### src/rtl/mptm_pkg.sv
// Shared types and constants for the multi-pattern text masker.
// No dependencies; every other file in rtl/ imports this package.
package mptm_pkg;

  localparam int unsigned PATTERN_W   = 64;
  localparam int unsigned LENGTHS_W   = 16;
  localparam int unsigned LEN_FIELD_W = 4;
  localparam int unsigned NUM_SLOTS   = 4;
  localparam int unsigned CFG_IDX_W   = 3;

  localparam logic [7:0] MASK_CHAR = 8'h2A;  // '*'
  localparam logic [7:0] WILD_CHAR = 8'h0A;  // newline matches any byte

  typedef enum logic [CFG_IDX_W-1:0] {
    REG_PATTERN_A = 3'd0,
    REG_PATTERN_B = 3'd1,
    REG_PATTERN_C = 3'd2,
    REG_PATTERN_D = 3'd3,
    REG_LENGTHS   = 3'd4
  } cfg_reg_e;

  typedef struct packed {
    logic [7:0] text_byte;
    logic       chunk_end;
  } in_t;

  typedef struct packed {
    logic [7:0] out_byte;
    logic       out_last;
  } out_t;

  // Byte moving between stages, with its end-of-chunk flag.
  typedef struct packed {
    logic [7:0] data;
    logic       last;
  } stage_word_t;

endpackage

### src/rtl/mptm_cfg.sv
// Configuration registers of the text masker: four patterns and the packed lengths.
// Depends on mptm_pkg.
module mptm_cfg #(
  parameter int unsigned MAX_LEN = 8
) (
  input  logic                                clk_i,
  input  logic                                rst_ni,
  input  logic                                cfg_valid_i,
  output logic                                cfg_ready_o,
  input  logic [mptm_pkg::CFG_IDX_W-1:0]      cfg_index_i,
  input  logic [mptm_pkg::PATTERN_W-1:0]      cfg_data_i,
  output logic [mptm_pkg::PATTERN_W-1:0]      pat_o [mptm_pkg::NUM_SLOTS],
  output logic [$clog2(MAX_LEN+1)-1:0]        len_o [mptm_pkg::NUM_SLOTS]
);
  import mptm_pkg::*;

  localparam int unsigned LW = $clog2(MAX_LEN + 1);

  logic [PATTERN_W-1:0] pat_q [NUM_SLOTS];
  logic [PATTERN_W-1:0] pat_d [NUM_SLOTS];
  logic [LENGTHS_W-1:0] lens_q, lens_d;
  logic                 wr_en;

  assign cfg_ready_o = 1'b1;
  assign wr_en       = cfg_valid_i && cfg_ready_o;

  always_comb begin
    pat_d  = pat_q;
    lens_d = lens_q;
    if (wr_en) begin
      case (cfg_reg_e'(cfg_index_i))
        REG_PATTERN_A: pat_d[0] = cfg_data_i;
        REG_PATTERN_B: pat_d[1] = cfg_data_i;
        REG_PATTERN_C: pat_d[2] = cfg_data_i;
        REG_PATTERN_D: pat_d[3] = cfg_data_i;
        REG_LENGTHS:   lens_d   = cfg_data_i[LENGTHS_W-1:0];
        default:       ;  // drop writes beyond the register list
      endcase
    end
  end

  always_ff @(posedge clk_i or negedge rst_ni) begin
    if (!rst_ni) begin
      for (int p = 0; p < NUM_SLOTS; p++) begin
        pat_q[p] <= '0;
      end
      lens_q <= '0;
    end else begin
      pat_q  <= pat_d;
      lens_q <= lens_d;
    end
  end

  // Clamp each length nibble to the window depth.
  always_comb begin
    for (int p = 0; p < NUM_SLOTS; p++) begin
      pat_o[p] = pat_q[p];
      if (lens_q[LEN_FIELD_W*p +: LEN_FIELD_W] > LEN_FIELD_W'(MAX_LEN)) begin
        len_o[p] = LW'(MAX_LEN);
      end else begin
        len_o[p] = lens_q[LEN_FIELD_W*p +: LW];
      end
    end
  end

endmodule

### src/rtl/mptm_stage.sv
// One masking stage: a window of held bytes, a parallel pattern compare and mask.
// Depends on mptm_pkg.
module mptm_stage #(
  parameter int unsigned MAX_LEN = 8
) (
  input  logic                            clk_i,
  input  logic                            rst_ni,
  input  logic [mptm_pkg::PATTERN_W-1:0]  pat_i,
  input  logic [$clog2(MAX_LEN+1)-1:0]    len_i,
  input  logic                            in_valid_i,
  input  mptm_pkg::stage_word_t           in_word_i,
  output logic                            in_ready_o,
  output logic                            out_valid_o,
  output mptm_pkg::stage_word_t           out_word_o,
  input  logic                            out_ready_i
);
  import mptm_pkg::*;

  localparam int unsigned LW = $clog2(MAX_LEN + 1);

  logic [7:0]    win_q  [MAX_LEN];
  logic [7:0]    win_d  [MAX_LEN];
  logic [7:0]    masked [MAX_LEN];
  logic [LW-1:0] fill_q, fill_d, fill_after, keep;
  logic          busy_q, busy_d, flush_q, flush_d;
  logic          tested, match, hit, emit_fire, in_fire, work_after;

  assign keep = (len_i == '0) ? '0 : len_i - LW'(1);

  // Compare the oldest len_i held bytes against the pattern.
  always_comb begin
    match = 1'b1;
    for (int j = 0; j < MAX_LEN; j++) begin
      if (LW'(j) < len_i) begin
        if (pat_i[8*j +: 8] != WILD_CHAR && win_q[j] != pat_i[8*j +: 8]) begin
          match = 1'b0;
        end
      end
    end
  end

  // A push leaves emissions pending while more than len-1 bytes are held.
  assign tested = busy_q && (fill_q > keep);
  assign hit    = tested && (len_i != '0) && match;

  always_comb begin
    for (int j = 0; j < MAX_LEN; j++) begin
      if (hit && LW'(j) < len_i && pat_i[8*j +: 8] != WILD_CHAR) begin
        masked[j] = MASK_CHAR;
      end else begin
        masked[j] = win_q[j];
      end
    end
  end

  assign out_valid_o     = tested || (flush_q && fill_q != '0);
  assign out_word_o.data = masked[0];
  assign out_word_o.last = flush_q && (fill_q == LW'(1));

  assign emit_fire  = out_valid_o && out_ready_i;
  assign fill_after = emit_fire ? fill_q - LW'(1) : fill_q;
  assign work_after = (busy_q && fill_after > keep) || (flush_q && fill_after != '0);
  assign in_ready_o = !work_after;
  assign in_fire    = in_valid_i && in_ready_o;

  // Shift out the oldest byte (with masks applied), then append the new one.
  always_comb begin
    win_d = win_q;
    if (emit_fire) begin
      for (int j = 0; j < MAX_LEN - 1; j++) begin
        win_d[j] = masked[j+1];
      end
      win_d[MAX_LEN-1] = '0;
    end
    if (in_fire) begin
      for (int j = 0; j < MAX_LEN; j++) begin
        if (fill_after == LW'(j)) begin
          win_d[j] = in_word_i.data;
        end
      end
    end
  end

  assign fill_d  = in_fire ? fill_after + LW'(1) : fill_after;
  assign busy_d  = in_fire ? (fill_d > keep) : (busy_q && fill_after > keep);
  assign flush_d = (in_fire && in_word_i.last) ? 1'b1 : (flush_q && fill_after != '0);

  always_ff @(posedge clk_i or negedge rst_ni) begin
    if (!rst_ni) begin
      fill_q  <= '0;
      busy_q  <= 1'b0;
      flush_q <= 1'b0;
    end else begin
      fill_q  <= fill_d;
      busy_q  <= busy_d;
      flush_q <= flush_d;
    end
  end

  always_ff @(posedge clk_i) begin
    win_q <= win_d;
  end

`ifndef SYNTH
  a_fill_in_range: assert property (@(posedge clk_i) disable iff (!rst_ni)
    fill_q <= LW'(MAX_LEN))
    else $error("stage window overfilled");

  a_flush_has_bytes: assert property (@(posedge clk_i) disable iff (!rst_ni)
    flush_q |-> fill_q != '0)
    else $error("flush pending on an empty window");

  a_out_held: assert property (@(posedge clk_i) disable iff (!rst_ni)
    out_valid_o && !out_ready_i |=> out_valid_o && $stable(out_word_o))
    else $error("stage output changed while held");
`endif

endmodule

### src/rtl/multi_pattern_text_masker.sv
// Top level of the multi-pattern text masker: input register, stage chain, output register.
// Depends on mptm_pkg, mptm_cfg and mptm_stage.
//
// Usage: text enters one byte per word on the in channel (in_valid_i / in_stall_o),
// chunk_end set on the last byte of a chunk. Masked bytes leave on the out channel
// (out_valid_o / out_stall_i) in the same order, out_last set on the chunk's final byte.
// Patterns and lengths are to be written through the cfg channel while no chunk is in
// flight; the block itself does not enforce this. Each pattern stage holds back len-1
// bytes. A byte passes from the input register through each stage's window to the
// output register once the word that completes its last window is taken in.
// Throughput: one byte per cycle inside a chunk while the receiver does not stall.
// A chunk end drains every window, one byte per cycle when not stalled, stage after
// stage; the next chunk backs up behind the drain, so the input stalls while it runs.
// A stalled receiver holds the output register; stall then backs up stage by stage
// to in_stall_o without losing a byte.
// Reset clears all patterns and lengths (every stage passes bytes straight through)
// and empties all windows; payload registers are not reset.
module multi_pattern_text_masker #(
  parameter int unsigned NUM_PATTERNS    = 4,
  parameter int unsigned MAX_PATTERN_LEN = 8
) (
  input  logic                             clk_i,
  input  logic                             rst_ni,
  input  logic                             in_valid_i,
  output logic                             in_stall_o,
  input  mptm_pkg::in_t                    in_word_i,
  output logic                             out_valid_o,
  input  logic                             out_stall_i,
  output mptm_pkg::out_t                   out_word_o,
  input  logic                             cfg_valid_i,
  output logic                             cfg_ready_o,
  input  logic [mptm_pkg::CFG_IDX_W-1:0]   cfg_index_i,
  input  logic [mptm_pkg::PATTERN_W-1:0]   cfg_data_i
);
  import mptm_pkg::*;

  localparam int unsigned LW = $clog2(MAX_PATTERN_LEN + 1);

  logic [PATTERN_W-1:0] pat [NUM_SLOTS];
  logic [LW-1:0]        len [NUM_SLOTS];

  // Lane p feeds stage p; lane NUM_PATTERNS feeds the output register.
  logic        lane_valid [NUM_PATTERNS+1];
  logic        lane_ready [NUM_PATTERNS+1];
  stage_word_t lane_word  [NUM_PATTERNS+1];

  logic in_full_q, in_full_d, in_accept;
  in_t  in_q;
  logic out_valid_q, out_valid_d, out_load;
  out_t out_q;

  mptm_cfg #(
    .MAX_LEN (MAX_PATTERN_LEN)
  ) u_cfg (
    .clk_i       (clk_i),
    .rst_ni      (rst_ni),
    .cfg_valid_i (cfg_valid_i),
    .cfg_ready_o (cfg_ready_o),
    .cfg_index_i (cfg_index_i),
    .cfg_data_i  (cfg_data_i),
    .pat_o       (pat),
    .len_o       (len)
  );

  // Input register: hold the word until stage 0 takes it.
  assign in_stall_o = in_full_q && !lane_ready[0];
  assign in_accept  = in_valid_i && !in_stall_o;
  assign in_full_d  = in_accept || (in_full_q && !lane_ready[0]);

  always_ff @(posedge clk_i or negedge rst_ni) begin
    if (!rst_ni) begin
      in_full_q <= 1'b0;
    end else begin
      in_full_q <= in_full_d;
    end
  end

  always_ff @(posedge clk_i) begin
    if (in_accept) begin
      in_q <= in_word_i;
    end
  end

  assign lane_valid[0]     = in_full_q;
  assign lane_word[0].data = in_q.text_byte;
  assign lane_word[0].last = in_q.chunk_end;

  // Pattern stages in order: each one scans what the earlier ones produced.
  for (genvar p = 0; p < NUM_PATTERNS; p++) begin : g_stage
    mptm_stage #(
      .MAX_LEN (MAX_PATTERN_LEN)
    ) u_stage (
      .clk_i       (clk_i),
      .rst_ni      (rst_ni),
      .pat_i       (pat[p]),
      .len_i       (len[p]),
      .in_valid_i  (lane_valid[p]),
      .in_word_i   (lane_word[p]),
      .in_ready_o  (lane_ready[p]),
      .out_valid_o (lane_valid[p+1]),
      .out_word_o  (lane_word[p+1]),
      .out_ready_i (lane_ready[p+1])
    );
  end

  // Output register: load when empty or when the receiver takes the current word.
  assign out_load                 = !out_valid_q || !out_stall_i;
  assign lane_ready[NUM_PATTERNS] = out_load;
  assign out_valid_d              = out_load ? lane_valid[NUM_PATTERNS] : out_valid_q;

  always_ff @(posedge clk_i or negedge rst_ni) begin
    if (!rst_ni) begin
      out_valid_q <= 1'b0;
    end else begin
      out_valid_q <= out_valid_d;
    end
  end

  always_ff @(posedge clk_i) begin
    if (out_load && lane_valid[NUM_PATTERNS]) begin
      out_q.out_byte <= lane_word[NUM_PATTERNS].data;
      out_q.out_last <= lane_word[NUM_PATTERNS].last;
    end
  end

  assign out_valid_o = out_valid_q;
  assign out_word_o  = out_q;

endmodule

### config.mk
export PLATFORM = sky130hd
export DESIGN_NAME = multi_pattern_text_masker
export DESIGN_NICKNAME = d
export VERILOG_FILES = /design/src/rtl/mptm_pkg.sv /design/src/rtl/mptm_cfg.sv /design/src/rtl/mptm_stage.sv /design/src/rtl/multi_pattern_text_masker.sv
export SDC_FILE = /design/constraint.sdc
export NUM_CORES = 1
export LEC_CHECK = 0
export ABC_AREA = 1
export BUFFER_PORTS_ARGS = -buffer_cell sky130_fd_sc_hd__buf_2
export CORE_AREA = 5 5 340 342
export DETAILED_ROUTE_END_ITERATION = 12
export DIE_AREA = 0 0 345 347
export GPL_ROUTABILITY_DRIVEN = 0
export GPL_TIMING_DRIVEN = 1
export PLACE_DENSITY_LB_ADDON = 0.05
export SLEW_MARGIN = 5
export SYNTH_ARGS = -nofsm -noshare
export SYNTH_HDL_FRONTEND = slang
export SYNTH_HIERARCHICAL = 1
export SYNTH_SLANG_ARGS = --single-unit
### constraint.sdc
create_clock -name clk_i -period 13.5 [get_ports clk_i]
set_input_delay 2.025 -clock clk_i [delete_from_list [all_inputs] [get_ports clk_i]]
set_output_delay 2.025 -clock clk_i [all_outputs]
set_load 0.03 [all_outputs]
==> metrics <==
status=finished, final reports clean; Setup violations, final=0; Core Area=between 0.1 and 0.15 sq mm; Static Leakage=approximately 18 nW; WS Path Type=register to primary output; Post CTS Setup Buffer Count=0; Via-to-Cell Ratio=4.79; final core occ=0.334; crit-path max FO=65; Hold Crit Class=register to register; CP Launch Type=register; pwr/cell area=around 260 mW/mm^2; yosys warns=6; Nets=slightly above 5,000; IO Pins=93; largest area contributor in the netlist=dfrtp_1; Mapped Area=roughly 0.033 sq mm; # Max-Cap Violations=0; RSZ-0062 raised after global routing=no; Final Worst Setup Slack=a little over 1000 ps; pin count of the biggest net entering global routing=roughly 120; Synth Register Bits=between 500 and 600; slowest CP cell=clkbuf_8; Rows=between 100 and 150; Crit. End Element=primary output; Fill cells=12,448; fmax=roughly 80 MHz; Req. time, crit path=11,480 ps; Sink Count=roughly 570; max_slew headroom=0.311; post-synthesis async set-or-reset flop share=0.521; hold path start=u_cfg/lens_q[9]; layout cells sized above 1=0.0706; global-route wire length before repair=about 200,000 microns; critical path arrival=10,450 ps; Vias=30,943; Netlist cell types=48; sequential share of the synthesized area=0.394; Post-synth EDFFs=18; hold endpoint=u_cfg/lens_q[9]; vias in the first global route=30,156; cells on worst reg2reg path=67; commonest cells after routing, fill and taps aside=nand2_1 (1,810), nand3_1 (594), nor2_1 (499), inv_1 (381), dfrtp_1 (298); Post-Synth Adder-Cell Area=0.0270; r2r setup slk=about 2200 ps; Top FF cell, synth=dfrtp_1; DRC viols=0; XOR/XNOR share of the synthesized area=0.0504; first-pass iteration count of the detailed router=5; WHS=~470 ps; syn_area_per_cell=about 6.8 sq um; H-tree depth=3; Synth top area share=0.224; final wirelength=138,000 microns; Syn-to-layout area delta=12.2%; worst slack, placed=858 ps; grt ovf=0; Initial Util=0.298; R2R Path Start=u_cfg/lens_q[14]; clk slew on worst S/H paths=roughly 50 ps; Hold Path Depth=2; worst-margin pin slew=1030 ps; Clock Latency Late Sink=between 600 and 700 ps; initial DRC count=2,510; max-slew violations=0; post-synthesis compound-gate area fraction=0.0610; WP buf/inv=14; Die Height=roughly 350 microns; Most common cell on crit path=inv_1; root buffer cell=clkbuf_16; Die Width=345 microns; largest family of logic cells by synthesized area=simple AND/OR/NAND/NOR gates; CTS tree=yes; top cells by area, synth=dfrtp_1 (22%), nand2_1 (20%), dfxtp_1 (15%); min Tclk post-route=between 10,000 and 15,000 ps; Max VDD drop=0.238 mV; initial antenna violation count=16; post-synthesis mux area share=0; CTS Buffer Depth=3; reg2reg end=g_stage[0].u_stage/busy_q; number of port buffers=slightly above 90; Num CTS Buffers=77; full die area=0.120 sq mm; Fin Setup TNS=0 ps; commonest non-fill, non-tap cell in the layout=nand2_1; Top Family by Delay on Critical Path=simple AND/OR/NAND/NOR gates; GRT Util Overall=0.223; Routed Antenna Nets=0; Syn Nets=a little over 5,000; DP Wirelength=approximately 96,000 microns; DR WL/cell=about 21 microns; Final Skew=a little under 30 ps; Syn Inst Count=around 4,900; Final Hold Fails=0; final worst-path cycle share=0.924; CP peak stage delay=400 ps; Synth Area in Simple Gates=0.389
-- how the worst max path moves through the flow --
| stage | from | end | slack [ps] | depth (start not counted) |
|---|---|---|---|---|
| after detailed placement | u_cfg/lens_q[14] | in_stall_o | 860 | 55 |
| after global routing | u_cfg/lens_q[14] | in_stall_o | 3 | 58 |
| after floorplan | out_stall_i | in_stall_o | 2860 | 39 |
| after global placement | u_cfg/lens_q[14] | in_stall_o | 1060 | 55 |
| final | u_cfg/lens_q[14] | in_stall_o | 1030 | 58 |
| after CTS | u_cfg/lens_q[14] | in_stall_o | 120 | 55 |
-- power breakdown --
part / internal (mW) / switching, mW / leakage (nW)
Clock: 1.26 / 0.862 / 1.25
Sequential: 2.25 / 0.589 / 5.99
Combinational: 1.47 / 3.41 / 10.8
-- layout make-up --
| type | count | area (sq um) | area share |
|---|---|---|---|
| antenna | 3 | 7.51 | 0.000201 |
| clock buffer | 116 | 2270 | 0.0606 |
| clock inverter | 27 | 284 | 0.00759 |
| inverter | 401 | 1510 | 0.0403 |
| multi-input combinational | 3718 | 17600 | 0.471 |
| sequential | 572 | 13100 | 0.351 |
| tap | 1500 | 1880 | 0.0502 |
| timing repair buffer | 120 | 706 | 0.0189 |
-- cell families after synthesis --
family | count (synthesis)
compound gates | 382
xor+xnor | 192
fa+ha+maj | 72
buf+inv | 625
flops | 572
other cells | 1
simple gates | 3071
-- Yosys cell counts, types with 4 or more instances --
master / count
inv_1: 381
o21ai_1: 12
nor2_8: 4
nand3_4: 4
nand4_1: 64
nor2_1: 501
buf_1: 17
edfxtp_1: 18
o21ai_0: 230
dfxtp_1: 256
dfrtp_1: 298
xor2_1: 12
inv_2: 16
nand2_4: 14
o21a_1: 9
ha_1: 72
buf_2: 105
nor2_4: 11
o21bai_1: 14
nor2_2: 7
nand3_1: 594
a21oi_1: 97
nand2_1: 1814
clkbuf_1: 75
a21boi_0: 9
nand3_2: 4
nor3_1: 5
or2_2: 26
a32o_1: 4
buf_6: 15
xnor2_1: 180
nand2_2: 10
buf_4: 5
clkbuf_2: 7
-- worst min-delay path, delay by kind of cell (launching register included) --
kind,cells,cell delay [ps]
flops,1,340
simple gates,2,100
-- per-stage QoR --
| stage | instances | cell area [sq um] | power (mW) |
|---|---|---|---|
| after global routing | 6454 | 37400 | 10.7 |
| final | 6457 | 37400 | 9.83 |
| after CTS | 6454 | 37400 | 9.93 |
| after floorplan | 4915 | 33300 | 6.30 |
| after detailed placement | 6311 | 34800 | 7.75 |
| after global placement | 6311 | 34800 | 7.77 |
-- registers in the layout, indices dropped and copies added (netlist names) --
signal                   cells
u_cfg/lens_q                16
out_word_o                   9
in_q                         9
out_valid_o                  1
g_stage.u_stage/flush_q      4
g_stage.u_stage/fill_q      16
u_cfg/pat_o                256
g_stage.u_stage/busy_q       4
g_stage.u_stage/win_q      256
in_full_q                    1
-- timing repair --
| action | 4_1_cts | 5_1_grt |
|---|---|---|
| endpoints found under the setup margin | 0 | 1 |
| resized for setup | 0 | 7 |
| hold buffers | 0 | 0 |
-- layer usage --
metal	wire length (microns)	track usage
met5	0	0
met2	61400	0.354
met1	66100	0.321
met4	3170	0.0517
met3	7390	0.0349
(Power assumes the default switching activity.)
